[src/sv/wcs_pkg.sv]
// shared types and constants for the weighted client selector
// no dependencies; all other files use this package by scoped names
package wcs_pkg;

  localparam int MAX_CLIENTS   = 8;
  localparam int HISTORY_DEPTH = 16;

  // fixed field widths
  localparam int ACTION_W = 2;
  localparam int CLIENT_W = 3;
  localparam int DUR_W    = 24;
  localparam int TIME_W   = 32;
  localparam int CC_W     = 4;
  localparam int CFG_W    = 32;
  localparam int CFG_IDX_W = 1;

  // derived widths
  localparam int IDX_W    = $clog2(MAX_CLIENTS);
  localparam int NUM_W    = $clog2(MAX_CLIENTS + 1);
  localparam int CNT_W    = $clog2(HISTORY_DEPTH + 1);
  localparam int HPOS_W   = $clog2(HISTORY_DEPTH);
  localparam int WEIGHT_W = CNT_W + DUR_W;

  typedef enum logic [ACTION_W-1:0] {
    ACT_SELECT  = 2'd0,
    ACT_RELEASE = 2'd1,
    ACT_UPDATE  = 2'd2
  } action_t;

  typedef enum logic [CFG_IDX_W-1:0] {
    REG_CLIENT_COUNT = 1'b0,
    REG_RETRY_WAIT   = 1'b1
  } reg_idx_t;

  typedef enum logic [1:0] {
    ST_IDLE,
    ST_PREP,
    ST_SCAN
  } state_t;

  // commands broadcast to every cell
  typedef struct packed {
    logic              upd;
    logic              rel;
    logic [CLIENT_W-1:0] client;
    logic              avail;
    logic [DUR_W-1:0]  dur;
    logic [TIME_W-1:0] tried;
    logic              grant;
    logic [IDX_W-1:0]  grant_idx;
    logic [IDX_W-1:0]  dec_idx;
  } cell_cmd_t;

  // scan context; now and start_pos are held while a scan runs, n and retry_wait follow the config registers
  typedef struct packed {
    logic [TIME_W-1:0] now;
    logic [TIME_W-1:0] retry_wait;
    logic [NUM_W-1:0]  n;
    logic [NUM_W-1:0]  start_pos;
  } scan_ctx_t;

  // token handed from cell to cell
  typedef struct packed {
    logic                valid;
    logic                found;
    logic [WEIGHT_W-1:0] best_w;
    logic [IDX_W-1:0]    best_idx;
    logic                hi_found;
    logic [IDX_W-1:0]    hi_idx;
    logic                lo_found;
    logic [IDX_W-1:0]    lo_idx;
  } scan_tok_t;

endpackage

[src/sv/wcs_history.sv]
// ring of recent grants with write position and last grant
// uses wcs_pkg; the entry about to be overwritten is shown combinationally
module wcs_history (
  input  logic                      clk,
  input  logic                      rst,
  input  logic                      grant,
  input  logic [wcs_pkg::IDX_W-1:0] grant_idx,
  output logic [wcs_pkg::IDX_W-1:0] oldest_idx,
  output logic [wcs_pkg::IDX_W-1:0] last_grant
);

  logic [wcs_pkg::IDX_W-1:0]  ring [wcs_pkg::HISTORY_DEPTH];
  logic [wcs_pkg::HPOS_W-1:0] pos;
  logic [wcs_pkg::HPOS_W-1:0] pos_next;

  assign oldest_idx = ring[pos];
  assign pos_next   = (32'(pos) == wcs_pkg::HISTORY_DEPTH - 1) ? '0 : pos + 1'b1;

  // ring update on each grant
  always_ff @(posedge clk) begin
    if (rst) begin
      for (int i = 0; i < wcs_pkg::HISTORY_DEPTH; i++) begin
        ring[i] <= '0;
      end
      pos        <= '0;
      last_grant <= '0;
    end else if (grant) begin
      ring[pos]  <= grant_idx;
      pos        <= pos_next;
      last_grant <= grant_idx;
    end
  end

endmodule

[config.mk]
export PLATFORM = sky130hd
export DESIGN_NAME = wcs_history
export DESIGN_NICKNAME = d
export VERILOG_FILES = /design/src/sv/wcs_pkg.sv /design/src/sv/wcs_history.sv
export SDC_FILE = /design/constraint.sdc
export NUM_CORES = 1
export LEC_CHECK = 0
export ABC_AREA = 1
export BUFFER_PORTS_ARGS = -buffer_cell sky130_fd_sc_hd__buf_2
export CAP_MARGIN = 20
export CORE_AREA = 8 8 78 80
export DETAILED_ROUTE_END_ITERATION = 16
export DIE_AREA = 0 0 86 88
export PLACE_DENSITY = 0.89
export SLEW_MARGIN = 25
export SYNTH_ARGS = -nofsm -noshare
export SYNTH_HDL_FRONTEND = slang
export SYNTH_SLANG_ARGS = --single-unit
[constraint.sdc]
create_clock -name clk -period 1.4 [get_ports clk]
set_input_delay 0.28 -clock clk [delete_from_list [all_inputs] [get_ports clk]]
set_output_delay 0.28 -clock clk [all_outputs]
set_load 0.005 [all_outputs]
Word level (Yosys, flattened, before mapping)
Memory sizes are Yosys's and may differ from the RTL's. A register that Yosys moved wholly into a read port is not among the register bits.
Cells that the tools add are included.
{"block": "word_totals", "ff_bits": 7, "latchBits": 0, "ram_bits": 48, "romBits": 0, "input_bits": 6, "output_inout_bits": 6, "wordCells": 17, "memories": 1}
{"memory": "ring", "words": 16, "width": 3, "read_ports": 1, "rd_clocked_by_memory_dff": 1, "wr": 16, "line_no": "wcs_history.sv:12", "source": "logic [wcs_pkg::IDX_W-1:0] ring [wcs_pkg::HISTORY_DEPTH];"}
{"block": "op_classes", "add_sub_neg": 1, "n_mul": 0, "div_mod_pow": 0, "n_lt_le_gt_ge": 0, "n_eq_ne": 1, "shift": 0, "n_mux": 11, "n_bitwise": 0, "n_reduce_logical": 1}
{"operator": "4-bit 2-to-1 mux", "count": 4}
{"operator": "1-bit 2-to-1 mux", "count": 6}
{"operator": "4-bit by 1-bit adder with 4-bit output, second input constant", "count": 1}
{"operator": "4-bit equality test, second input constant", "count": 1}
{"operator": "3-bit 2-to-1 mux", "count": 1}
{"operator": "3-bit OR reduction", "count": 1}

Longest topological paths before layout
{"block": "logic_depth", "word_depth": 5, "depth_mapped": 9, "depth_no_buf": 7}

Worst setup path after synthesis
No wires, ideal clock.
{"block": "synth_path", "kind": "reg2reg", "start": "register pos[0] in the netlist's numbering", "end": "memory ring[10][0] in the netlist's numbering, enable pin", "setup_time_ps": 303, "arrival_ps": 959, "t_required_ps": 1097, "setup_slack_ps": 138, "path_stages_with_launch": 7, "path_buffers": 0, "synth_period_minus_slack_ps": 1262, "path_cell_list": "dfxtp_1 -> inv_1 -> ha_1 -> inv_1 -> nor2_2 -> nand2_1 -> nand2_1"}
{"element": "start: declaration", "line_no": "wcs_history.sv:13", "source": "logic [wcs_pkg::HPOS_W-1:0] pos;"}
{"element": "start signal: assignment", "line_no": "wcs_history.sv:29", "source": "pos <= pos_next;"}
{"element": "end: declaration", "line_no": "wcs_history.sv:12"}

==> metrics.yaml <==
vias: 2334
total_power_mw: 4.03
cts_max_level: 3
rsz0062_at_grt: "yes"
slew_viol_final: 0
syn_inst: 337
grtUsageTotal: 0.181
wirelength_mm: 6.27
drt_iter0_drc: 296
syn-num-nets: 348
path_clk_slew_ns: 0.06
fin_worst_skew_ns: 0.00699
drive_gt1_frac: 0.214
finalHoldViolations: 0
yosysTopAreaCell: "edfxtp_1"
postRouteAntennaNets: 0
netlist_area_um2: 2860
ir_drop_v: 0.000947
cp_max_fo: 6
hpwl_mm: 4.23
ys_async_sr_fraction: 0
area_growth_syn_to_layout_pct: 19.6
design_area_um2: 3420
die_h_um: 88
avgSynthCellArea_um2: 8.49
yosys_register_bits: 59
synth.top_cells.by_area: "edfxtp_1 (50%), nand2_1 (13%), dfxtp_1 (7.7%)"
num_io_pins: 12
p_leak_nw: 1.55
port_buffers: 11
synth_ff_type: "edfxtp_1"
p_per_area_nw_per_um2: 1180
post-cts-setup-buffer-count: 0
cp-end-kind: "output pin"
first_global_vias: 2300
gp_congestion: 0.996
post_drt_via_cell_ratio: 5.21
yosys-top-cells-count: "nand2_1 (96), nor2_1 (52), edfxtp_1 (48), inv_1 (48), nand3_1 (40)"
grt-ovfl-total: 0
avgRoutedWirePerCell_um: 14.0
worst-r2r-cell-count: 4
antenna_found_initial: 0
max_freq_mhz: 586
path_class: "flip-flop to output pin"
grt_pass1_wl_mm: 10.4
yosysWarnings: 0
fin_setup_tns_ns: -0.894
clk_path_buf_depth: 2
max-cap-violations: 0
synth_top_area_share: 0.503
slew_headroom: 0.606
die_area_um2: 7570
synth_edf_count: 48
hp-class: "input port to flip-flop"
grt_max_degree: 25
fp-row-count: 26
start_util: 0.583
start_kind: "flip-flop"
tightest_slew_ns: 0.587
fin_crit_sh: 1.22
status: "finished, violations left"
layout_setup_ws_ns: -0.307
coreArea_um2: 4910
nets: 384
critPathRequiredTime_ns: 1.12
fill_cells: 338
r2r_setup_slack_ns: 0.06
violations: "setup timing"
clock_sinks: 59
r2r-start: "pos[1]"
crit_arrival_ns: 1.43
fin_util: 0.697
min_from: "grant"
ys_seq_area_frac: 0.580
post-place-ws_ns: -0.0334
ctsHoldBuffers: 0
firstDrtPassIters: 5
dpl_cell_area_um2: 3130
timing.final.crit_period_ns: 1.71
clk_latency_ns: 0.35
drc: 0
setup_viol: 3
synth_most_common_cell: "nand2_1"
whs_path_depth: 3
cts_root_buf: "clkbuf_8"
diodes: 0
cts-buffers-inserted: 9
dieWidth_um: 86
r2r_end: "ring[7][0]"
netlist-cell-type-count: 20
cts_tree: "yes"
-- cell type report --
type / count / area, um^2 / share of cell area
repair buffers: 38 / 265 / 0.0775
clock inverters: 4 / 47.5 / 0.0139
well taps: 70 / 87.6 / 0.0256
inverters: 54 / 210 / 0.0614
multi-input cells: 211 / 978 / 0.286
flip-flops and latches: 59 / 1670 / 0.487
clock buffers: 12 / 166 / 0.0486
-- cells by family after synthesis --
group           share of synthesized area
compound gates                     0.0210
xor+xnor                          0.00306
fa+ha+maj                          0.0219
buf+inv                            0.0970
flops                               0.580
simple gates                        0.277
-- registers in the layout, summed over array words and instances, names as in the netlist, named ones only --
| register | flops |
|---|---|
| last_grant | 3 |
| pos | 4 |
| ring | 48 |
-- cell usage in the layout (no fill, tap or decap), drive strengths merged, types with 5 or more instances in the layout --
cell,count
dfxtp,11
edfxtp,48
nand2,96
nand3,40
inv,51
clkinv,5
nor2,56
clkbuf,12
ha,5
o21ai,6
a21oi,6
buf,38
-- stage by stage --
| step | hold slack (ns) | cells |
|---|---|---|
| 5_1_grt | 0.284 | 448 |
| 4_1_cts | 0.243 | 448 |
| 3_5_place_dp | 0.509 | 431 |
| 3_3_place_gp | 0.508 | 431 |
| 6_report | 0.257 | 448 |
| 2_1_floorplan | 0.466 | 337 |
-- timing repair --
item | 4_1_cts | 5_1_grt
cloned | 1 | 0
resized for setup | 11 | 20
pin swaps | 0 | 1
setup endpoints to repair | 8 | 67
-- worst max path at each step --
stage	to	slack [ns]
floorplan	ring[10][0]	0.14
global placement	oldest_idx[2]	-0.01
detailed placement	oldest_idx[0]	-0.03
CTS	oldest_idx[0]	-0.28
global route	oldest_idx[1]	-0.39
finish	oldest_idx[1]	-0.31
-- report_power, final --
| part | internal (mW) | switching, mW | leakage (nW) |
|---|---|---|---|
| Clock | 0.972 | 0.670 | 0.108 |
| Combinational | 0.140 | 0.253 | 0.858 |
| Sequential | 1.96 | 0.0357 | 0.588 |
| Total | 3.08 | 0.958 | 1.55 |
-- worst max-delay path, cell delays in order (launching register included) --
cell     delay, ns
dfxtp_4       0.40
buf_6         0.13
nand2_1       0.06
nand3_1       0.08
nand3_1       0.08
nand3_1       0.12
nand2_1       0.07
buf_2         0.13
-- layer usage --
layer / track usage / part of all wire / up-vias
met2: 0.304 / 0.49 / 110
met4: 0.113 / 0.026 / 0
li1: - / - / 1128
met5: 0 / 0 / -
met1: 0.206 / 0.41 / 1081
met3: 0.0422 / 0.078 / 15
No activity file was read; power rests on OpenSTA's default activity.
