===== src/sv/wcs_pkg.sv =====
// shared types and constants for the weighted client selector
// no dependencies; all other files use this package by scoped names
package wcs_pkg;

  localparam int MAX_CLIENTS   = 8;
  localparam int HISTORY_DEPTH = 16;

  // fixed field widths
  localparam int ACTION_W = 2;
  localparam int CLIENT_W = 3;
  localparam int DUR_W    = 24;
  localparam int TIME_W   = 32;
  localparam int CC_W     = 4;
  localparam int CFG_W    = 32;
  localparam int CFG_IDX_W = 1;

  // derived widths
  localparam int IDX_W    = $clog2(MAX_CLIENTS);
  localparam int NUM_W    = $clog2(MAX_CLIENTS + 1);
  localparam int CNT_W    = $clog2(HISTORY_DEPTH + 1);
  localparam int HPOS_W   = $clog2(HISTORY_DEPTH);
  localparam int WEIGHT_W = CNT_W + DUR_W;

  typedef enum logic [ACTION_W-1:0] {
    ACT_SELECT  = 2'd0,
    ACT_RELEASE = 2'd1,
    ACT_UPDATE  = 2'd2
  } action_t;

  typedef enum logic [CFG_IDX_W-1:0] {
    REG_CLIENT_COUNT = 1'b0,
    REG_RETRY_WAIT   = 1'b1
  } reg_idx_t;

  typedef enum logic [1:0] {
    ST_IDLE,
    ST_PREP,
    ST_SCAN
  } state_t;

  // commands broadcast to every cell
  typedef struct packed {
    logic              upd;
    logic              rel;
    logic [CLIENT_W-1:0] client;
    logic              avail;
    logic [DUR_W-1:0]  dur;
    logic [TIME_W-1:0] tried;
    logic              grant;
    logic [IDX_W-1:0]  grant_idx;
    logic [IDX_W-1:0]  dec_idx;
  } cell_cmd_t;

  // scan context; now and start_pos are held while a scan runs, n and retry_wait follow the config registers
  typedef struct packed {
    logic [TIME_W-1:0] now;
    logic [TIME_W-1:0] retry_wait;
    logic [NUM_W-1:0]  n;
    logic [NUM_W-1:0]  start_pos;
  } scan_ctx_t;

  // token handed from cell to cell
  typedef struct packed {
    logic                valid;
    logic                found;
    logic [WEIGHT_W-1:0] best_w;
    logic [IDX_W-1:0]    best_idx;
    logic                hi_found;
    logic [IDX_W-1:0]    hi_idx;
    logic                lo_found;
    logic [IDX_W-1:0]    lo_idx;
  } scan_tok_t;

endpackage


===== src/sv/wcs_cell.sv =====
// one client cell: holds the client's status and grant count, and folds
// its own candidacy into the scan token on the way past; uses wcs_pkg
module wcs_cell (
  input  logic                         clk,
  input  logic                         rst,
  input  logic [wcs_pkg::IDX_W-1:0]    cell_idx,
  input  wcs_pkg::cell_cmd_t           cmd,
  input  wcs_pkg::scan_ctx_t           ctx,
  input  wcs_pkg::scan_tok_t           tok_in,
  output wcs_pkg::scan_tok_t           tok_out
);

  logic                         avail;
  logic                         busy_flag;
  logic [wcs_pkg::DUR_W-1:0]    dur;
  logic [wcs_pkg::TIME_W-1:0]   tried;
  logic [wcs_pkg::CNT_W-1:0]    count;
  logic [wcs_pkg::CNT_W-1:0]    count_next;

  logic                         hit;
  logic                         inc;
  logic                         dec;
  logic                         active;
  logic [wcs_pkg::WEIGHT_W-1:0] weight;
  logic                         take;
  logic                         fb_ok;
  logic [wcs_pkg::TIME_W-1:0]   elapsed;
  wcs_pkg::scan_tok_t           tok_next;

  // command decode
  assign hit = (32'(cmd.client) == 32'(cell_idx));
  assign inc = cmd.grant && (cmd.grant_idx == cell_idx);
  assign dec = cmd.grant && (cmd.dec_idx == cell_idx) && (count != '0);

  always_comb begin
    count_next = count;
    if (dec) begin
      count_next = count_next - 1'b1;
    end
    if (inc) begin
      count_next = count_next + 1'b1;
    end
  end

  // client state
  always_ff @(posedge clk) begin
    if (rst) begin
      avail     <= 1'b0;
      busy_flag <= 1'b0;
      dur       <= wcs_pkg::DUR_W'(1);
      tried     <= '0;
      count     <= (cell_idx == '0) ? wcs_pkg::CNT_W'(wcs_pkg::HISTORY_DEPTH) : '0;
    end else begin
      if (cmd.upd && hit) begin
        avail <= cmd.avail;
        dur   <= cmd.dur;
        tried <= cmd.tried;
      end
      if (cmd.rel && hit) begin
        busy_flag <= 1'b0;
      end
      if (inc) begin
        busy_flag <= 1'b1;
      end
      count <= count_next;
    end
  end

  // candidacy tests for this cell
  assign active  = tok_in.valid && (32'(cell_idx) < 32'(ctx.n));
  assign weight  = wcs_pkg::WEIGHT_W'(count) * wcs_pkg::WEIGHT_W'(dur);
  assign take    = active && avail && !busy_flag && (!tok_in.found || (weight < tok_in.best_w));
  assign elapsed = ctx.now - tried;
  assign fb_ok   = active && !avail && (elapsed > ctx.retry_wait);

  always_comb begin
    tok_next = tok_in;
    if (take) begin
      tok_next.found    = 1'b1;
      tok_next.best_w   = weight;
      tok_next.best_idx = cell_idx;
    end
    // first eligible client at or after the round-robin start
    if (fb_ok && !tok_in.hi_found && (32'(cell_idx) >= 32'(ctx.start_pos))) begin
      tok_next.hi_found = 1'b1;
      tok_next.hi_idx   = cell_idx;
    end
    // first eligible client overall, used when the scan wraps
    if (fb_ok && !tok_in.lo_found) begin
      tok_next.lo_found = 1'b1;
      tok_next.lo_idx   = cell_idx;
    end
  end

  // token register towards the next cell
  always_ff @(posedge clk) begin
    if (rst) begin
      tok_out.valid <= 1'b0;
    end else begin
      tok_out.valid <= tok_next.valid;
    end
    tok_out.found    <= tok_next.found;
    tok_out.best_w   <= tok_next.best_w;
    tok_out.best_idx <= tok_next.best_idx;
    tok_out.hi_found <= tok_next.hi_found;
    tok_out.hi_idx   <= tok_next.hi_idx;
    tok_out.lo_found <= tok_next.lo_found;
    tok_out.lo_idx   <= tok_next.lo_idx;
  end

endmodule


===== config.mk =====
export PLATFORM = sky130hd
export DESIGN_NAME = wcs_cell
export DESIGN_NICKNAME = d
export VERILOG_FILES = /design/src/sv/wcs_pkg.sv /design/src/sv/wcs_cell.sv
export SDC_FILE = /design/constraint.sdc
export NUM_CORES = 1
export LEC_CHECK = 0
export CAP_MARGIN = 10
export CORE_MARGIN = 2
export CORE_UTILIZATION = 34
export DETAILED_ROUTE_END_ITERATION = 16
export DONT_BUFFER_PORTS = 1
export PLACE_DENSITY = 0.49
export SLEW_MARGIN = 5
export SYNTH_ARGS = -nofsm -noshare
export SYNTH_HDL_FRONTEND = slang
export SYNTH_SLANG_ARGS = --single-unit

===== constraint.sdc =====
create_clock -name clk -period 8.7 [get_ports clk]
set_input_delay 0.435 -clock clk [delete_from_list [all_inputs] [get_ports clk]]
set_output_delay 0.435 -clock clk [all_outputs]
set_load 0.1 [all_outputs]

---- Word level (Yosys, flattened, before mapping) ----
Cells that the tools add are included.
word-level totals
  logic and storage cells ................. 56
  flip-flop bits (word level) ............. 105
  input port bits ......................... 188
operators by class
  multiplexer cells ....................... 9
  eq/ne operators ......................... 3
  magnitude comparators ................... 4
  reduce and logical (&&, ||, !) cells .... 23
  add/subtract/negate cells ............... 3
  $mul .................................... 1
operator list
  operator               count
  $gt A32 B32 Y1         1
  $mux W32               1
  $sub A32 B32 Y32       1
  $lt A29 B29 Y1         1
  $mul A5 B24 Y29        1
  $mux W5                4
  $logic_and A1 B1 Y1    14
  $eq A3 B3 Y1           3
  $mux W3                2
  $add A5 B1 Y5 const B  1
  $logic_not A1 Y1       5
  $reduce_bool A5 Y1     1
  $sub A5 B1 Y5 const B  1
  $ge A3 B4 Y1           1
  $lt A3 B4 Y1           1
  $logic_not A3 Y1       1
  $mux W1                2
  $reduce_bool A2 Y1     1
  $logic_or A1 B1 Y1     1

---- Depth between registers and ports, before layout ----
Gate-level depths: netlist (run 1).
  depth in word-level cells ............... 7
  depth in mapped cells ................... 27
  depth with buffers taken out ............ 24

---- Least setup slack after synthesis (run 1) ----
Ideal clock, no wire load.
  path kind ............................... register to register
  from .................................... reg count[2] in the netlist's numbering
  to ...................................... reg tok_out[29] in the netlist's numbering
  setup slack ............................. 2.135 ns
  setup time .............................. 0.121 ns
  required time ........................... 8.579 ns
  data arrival time ....................... 6.444 ns
  cell stages (with the launch flop) ...... 26
  period minus slack after synthesis ...... 6.565 ns
  buffers on the path ..................... 3
  path through ............................ dfxtp_1 clkbuf_1 clkbuf_1 and2_1 fa_1 fa_1 inv_1 fa_1 inv_1 ha_1 a21o_1 or3_1 o211a_4 a2111oi_4 o21ba_2 o21bai_1 xor2_1 ha_1 a21o_1 a21o_1 a221oi_1 o21ai_0 a21o_1 nor2_4 buf_4 mux2_2
RTL lines
  what                    line            text
  start, declared         wcs_cell.sv:17  logic [wcs_pkg::CNT_W-1:0] count;
  start signal, assigned  wcs_cell.sv:52  count <= (cell_idx == '0) ? wcs_pkg::CNT_W'(wcs_pkg::HISTORY_DEPTH) : '0;
  start signal, assigned  wcs_cell.sv:65  count <= count_next;
  end, declared           wcs_cell.sv:10  output wcs_pkg::scan_tok_t tok_out

==> metrics.yaml, run 1 <==
cp.arrival_ps: 7240
layout.nets: 1695
peakVddDrop_uv: 91.30
max_freq_ghz: 0.1434
nFillCells: 3356
synth_compound_area_share_pct: 16.92
synth.distinct_cells: 69
synth_warnings: 0
synthAdderAreaFrac_pct: 28.13
rows: 65
grt_max_degree: 66
p_total_uw: 1294
synth.avg_cell_area_um2: 8.112
place.gp.congestion: 0.7928
outcome: "complete, no violations"
grt_usage_pct: 17.78
synth.top_cell.area_share_pct: 19.51
cp-end-kind: "register"
synth_area_um2: 10770
p_sw_uw: 468.1
ios: 230
clock-skew-final_ps: 14.49
path_clk_slew_ps: 70
clk_latency_ps: 380
synth_edf_count: 0
dominantRegCellSynth: "dfxtp_1"
dieArea_um2: 33120
cts_tree: "built"
synth-async-reset-ratio_pct: 0
worstSetupPathType: "reg -> reg"
timing.setup.tns_ps: 0
cp_slowest_cell: "nor2_4"
drtPass1Iterations: 6
place_hpwl_um: 23300
critPathTopFamily: "adder cells"
p_int_uw: 826.4
power_switching_share_pct: 36.16
cp_max_fo: 25
synth_top_family_by_area: "adder cells"
ys_top_cells_by_area: "dfxtp_1 (20%), ha_1 (16%), fa_1 (12%)"
r2r_start: "count[2]$_SDFF_PP0_"
cts_setup_buffers: 0
numCtsBuffers: 9
crit_required_ps: 8960
chipWidth_um: 182
port_buffers: 0
initial_core_util_pct: 34.32
pwr-share-seq_pct: 46.8
cp-startpoint: "count[2]$_SDFF_PP0_"
postRouteAntennaNets: 0
antenna_found_initial: 0
tightest_slew_ps: 1064
p_per_area_nw_per_um2: 113.0
drv_cap: 0
placed_area_um2: 11170
areaGrowthSynthToFinish_pct: 6.330
synth_simple_gate_area_share_pct: 18.35
syn_inst: 1328
first_global_vias: 8879
synth-xor-area-share_pct: 5.203
wl_um: 28950
seq_area_frac_synth_pct: 19.51
hp-start: "rst"
synth-seq-cells: 105
cts.sinks: 105
final_max_slew_viol_count: 0
synthesis.nets: 1718
regArea_um2: 2102
yosys.area.top_type: "dfxtp_1"
post-route-period-util_pct: 80.18
worst-path-buf-inv: 3
htree_levels: 3
core_region_area_um2: 31390
hold_violations: 0
finalCriticalPeriod_ps: 6975
vias: 8664
post_cts_resized: 0
final_area_um2: 11450
setup_viol: 0
path_cells: "buf_4 -> and2_1 -> fa_1 -> fa_1 -> inv_1 -> fa_1 -> inv_1 -> ha_1 -> and3_1 -> a221o_1 -> and2_1 -> a211o_1 -> o21ba_2 -> o21bai_1 -> xor2_1 -> ha_1 -> a21o_1 -> a21o_1 -> a221oi_1 -> o21ai_0 -> a21o_1 -> nor2_4 -> mux2_2"
routedWlPerCell_um: 16.91
start_kind: "register"
grt_pass1_wl_um: 46400
drive_gt1_share_pct: 5.573
comb_power_share_pct: 20.5
cts_root_buf: "clkbuf_16"
initialDrtViolationCount: 296
hold_class: "in -> reg"
rsz0062_at_grt: "false"
drc: 0
die_y_um: 182
pwr-share-clk_pct: 32.7
grt-ovfl-total: 0
slowest_delay_ps: 680
ctsHoldBuffers: 0
synthMuxAreaShare_pct: 3.484
multi_input_area_um2: 7770
clockBufferDepth: 2
maxSlewHeadroom_pct: 28.94
via_per_inst: 5.061
p_leak_uw: 0.005497
antenna-diode-count: 0
per-stage QoR:
| stage | worst slack [ps] | instances | hold slack, ps | utilization, % |
|---|---|---|---|---|
| floorplan | 2135 | 1328 | 433.0 | - |
| global placement | 1742 | 1696 | 437.2 | 35.57 |
| CTS | 1654 | 1712 | 98.16 | 36.49 |
| finish | 1725 | 1712 | 124.2 | 36.49 |
| detailed placement | 1705 | 1696 | 441.0 | 35.57 |
| global route | 1362 | 1712 | 93.82 | 36.49 |
power by group through the flow:
stage / registers, uW / clock network (uW) / logic, uW
finish: 606 / 423 / 265
global route: 609 / 466 / 306
CTS: 606 / 446 / 268
detailed placement: 618 / 0 / 266
global placement: 618 / 0 / 263
floorplan: 611 / 0 / 214
cells in the mapped netlist (11+ instances only):
cell / instances
dfxtp_1: 105
ha_1: 135
clkbuf_1: 35
nor3_1: 13
o21ai_0: 32
a21o_1: 55
xor2_1: 21
nand2_1: 189
mux2_2: 32
nand2b_1: 11
inv_1: 197
nand4_1: 13
and2_1: 88
a21oi_1: 116
nor2_1: 39
fa_1: 67
xnor2_1: 43
final cells by class:
cell class / instances / area share, %
Tap cell: 402 / 4.391
Inverter: 197 / 6.456
Timing Repair Buffer: 7 / 0.4588
Clock inverter: 6 / 0.4260
Multi-Input combinational cell: 985 / 67.83
Sequential cell: 105 / 18.35
Clock buffer: 10 / 2.086
cells by family (layout without fill, tap and decap cells):
logic type | Yosys count | count (layout)
adder cells (fa/ha/maj) | 202 | 202
XOR/XNOR | 64 | 64
multiplexers | 33 | 33
AND/OR/NAND/NOR | 406 | 406
buffers and inverters | 238 | 220
flip-flops | 105 | 105
AO/OA/AOI/OAI | 280 | 280
state kept, by name, indices dropped and copies added (netlist names):
signal,cells
dur,24
count,5
busy_flag,1
avail,1
tok_out,42
tried,32
routing by layer:
| layer | global-route usage [%] | up-vias | part of all wire [%] | wire (um) |
|---|---|---|---|---|
| met5 | 0 | - | 0 | 0 |
| met4 | 4.871 | 0 | 1.8 | 532 |
| met3 | 4.854 | 31 | 5.5 | 1585 |
| met2 | 31.13 | 199 | 48 | 13990 |
| met1 | 21.38 | 4088 | 44 | 12850 |
| li1 | - | 4346 | - | - |
placed cells by master, fill, tap and decap left out, types with 4 or more instances in the layout:
cell	instances
a21o_1	55
o21bai_1	8
o21a_1	10
fa_1	67
inv_6	4
buf_4	7
nand2b_1	11
nor3b_1	5
or3_1	5
and3_1	9
inv_1	197
xnor2_1	43
xor2_1	21
clkbuf_16	9
nor3_1	13
nand3_1	6
a211oi_1	7
or2_2	4
nor2_1	39
nand2_1	188
dfxtp_1	105
o21ai_0	32
nor2b_1	9
nand4_1	13
ha_1	135
a311oi_1	4
a21oi_1	116
and2_1	87
mux2_2	32
final timing paths:
kind / depth (start not counted) / slack [ps] / end
max: 23 / 1720 / tok_out[22]$_DFF_P_
min: 1 / 120 / tried[22]$_SDFFE_PP0P_
max reg2reg: 23 / 1720 / tok_out[22]$_DFF_P_
min reg2reg: 2 / 450 / tried[26]$_SDFFE_PP0P_
(Power assumes the default switching activity.)
==> run 2: changes to the inputs <==
--- a/config.mk
+++ b/config.mk
@@ -10,7 +10,7 @@
 export CORE_UTILIZATION = 34
 export DETAILED_ROUTE_END_ITERATION = 16
 export DONT_BUFFER_PORTS = 1
-export PLACE_DENSITY = 0.49
+export PLACE_DENSITY = 0.51
 export SLEW_MARGIN = 5
 export SYNTH_ARGS = -nofsm -noshare
 export SYNTH_HDL_FRONTEND = slang
==> constraint.sdc (replaced) <==
create_clock -name clk -period 6.2 [get_ports clk]
set_input_delay 0.31 -clock clk [delete_from_list [all_inputs] [get_ports clk]]
set_output_delay 0.31 -clock clk [all_outputs]
set_load 0.1 [all_outputs]
==> run 2 against run 1 <==
Combinational power grew 50%; total power rose by 42%; critical path type unchanged; clock power increased by 40%; final cell count rose by 5.1%; critical endpoint is now tok_out[10]$_DFF_P_; highest routed layer unchanged; die area unchanged; worst setup slack got worse by 1700 ps; critical path depth rose by 1; sequential power is 40% higher; clock skew fell by 2.3 ps; sequential share of layout area down 1.4 points; sequential cell count did not move.
==> metrics.yaml, run 2 (synthesis results as in run 1) <==
worstSetupPathType: "reg -> reg"
drv_cap: 0
hold_violations: 0
layout.nets: 1783
die_y_um: 182
regArea_um2: 2113
finalCriticalPeriod_ps: 6136
first_global_vias: 9199
post-route-period-util_pct: 98.96
final_area_um2: 12470
place_hpwl_um: 23710
peakVddDrop_uv: 136.6
drc: 0
cp_max_fo: 8
clock-skew-final_ps: 12.20
ios: 230
maxSlewHeadroom_pct: 28.43
dieArea_um2: 33120
wl_um: 28880
antenna_found_initial: 0
drtPass1Iterations: 5
rows: 65
initial_core_util_pct: 34.32
path_clk_slew_ps: 80
cp.arrival_ps: 6390
cts_tree: "built"
grt_pass1_wl_um: 46640
vias: 8820
largest_register_ffs: 42
clockBufferDepth: 2
place_ws_ps: -289.2
final_common_cell: "inv_1"
tightest_slew_ps: 1074
initialDrtViolationCount: 262
fin_util_pct: 39.71
areaGrowthSynthToFinish_pct: 15.73
p_total_uw: 1842
port_buffers: 0
hold_class: "in -> reg"
htree_levels: 3
numCtsBuffers: 9
grt-ovfl-total: 0
grt_max_degree: 58
antenna-diode-count: 0
chipWidth_um: 182
top_regs: "tok_out (42), tried (32), dur (24)"
nFillCells: 3245
cts_root_buf: "clkbuf_16"
routedWlPerCell_um: 16.04
setup_slack_ps: 64.24
fin_cells: 1800
final_max_slew_viol_count: 0
start_kind: "register"
rsz0062_at_grt: "true"
placed_area_um2: 11730
cp-end-kind: "register"
p_per_area_nw_per_um2: 147.7
via_per_inst: 4.900
max_freq_ghz: 0.1630
clk_latency_ps: 370
p_leak_uw: 0.006026
multi_input_area_um2: 7986
core_region_area_um2: 31390
outcome: "complete, no violations"
drive_gt1_share_pct: 14.38
setup_viol: 0
postRouteAntennaNets: 0
place.gp.congestion: 0.7922
largest-register: "tok_out"
place_inst: 1767
crit_required_ps: 6460
cts.sinks: 105
grt_usage_pct: 17.58
layout_common_cells: "inv_1 (194), nand2_1 (187), ha_1 (128), a21oi_1 (113), dfxtp_1 (100)"
==> run 2: final timing paths <==
kind / startpoint / end / slack, ps / cells past startpoint
max reg2reg: count[4]$_DFF_P_ / tok_out[10]$_DFF_P_ / 60 / 24
max: count[4]$_DFF_P_ / tok_out[10]$_DFF_P_ / 60 / 24
min: rst / dur[20]$_SDFFE_PP0P_ / 40 / 1
min reg2reg: busy_flag$_SDFFE_PP0P_ / busy_flag$_SDFFE_PP0P_ / 450 / 2
==> run 2: timing repair <==
action,4_1_cts,5_1_grt
hold endpoints to repair,30,0
pin swaps,42,14
hold buffers,2,0
cloned,2,0
setup buffers,10,4
setup endpoints to repair,32,32
gates resized for setup,45,32
==> run 2: metal layers <==
layer  wire length, um  vias up  track usage, %  share of wire, %
met5                 0        -               0                 0
met4               357        0           3.742               1.2
met3              2095       19           5.195               7.3
met2             14110      219           31.60                49
met1             12310     4059           20.65                43
li1                  -     4523               -                 -
==> run 2: layout make-up <==
| type | instances | area share [%] |
|---|---|---|
| Sequential cell | 105 | 16.95 |
| Multi-Input combinational cell | 985 | 64.06 |
| Clock buffer | 10 | 1.917 |
| Clock inverter | 6 | 0.3914 |
| Timing Repair Buffer | 95 | 6.714 |
| Tap cell | 402 | 4.035 |
| Inverter | 197 | 5.931 |
==> run 2: worst max-delay path, stage by stage (launching register included) <==
cell and delay (ps):
dfxtp_4 380, and2_4 160, fa_1 450, fa_1 490
inv_1 50, fa_1 510, inv_2 50, ha_4 210
a21o_1 170, or3_4 390, o211a_4 270, a2111oi_4 320
buf_4 190, o21ba_4 150, o21bai_1 70, xor2_1 200
ha_1 280, a21o_1 180, a21o_1 160, a221oi_2 260
o21ai_1 120, a21o_1 220, buf_4 150, or2_4 300
mux2_2 290
==> run 2: stage by stage <==
| step | setup TNS [ps] | hold slack (ps) |
|---|---|---|
| floorplan | 0 | 411.5 |
| global route | -4870 | 4.175 |
| CTS | -1.552 | 3.004 |
| detailed placement | -6758 | 389.8 |
| finish | 0 | 36.84 |
| global placement | -656.6 | 387.9 |
==> run 2: where the power goes <==
group | switching [uW] | leakage (uW) | internal [uW]
combinational | 215 | 0.00502 | 183
clock | 303 | 0.000137 | 290
sequential | 147 | 0.000867 | 704
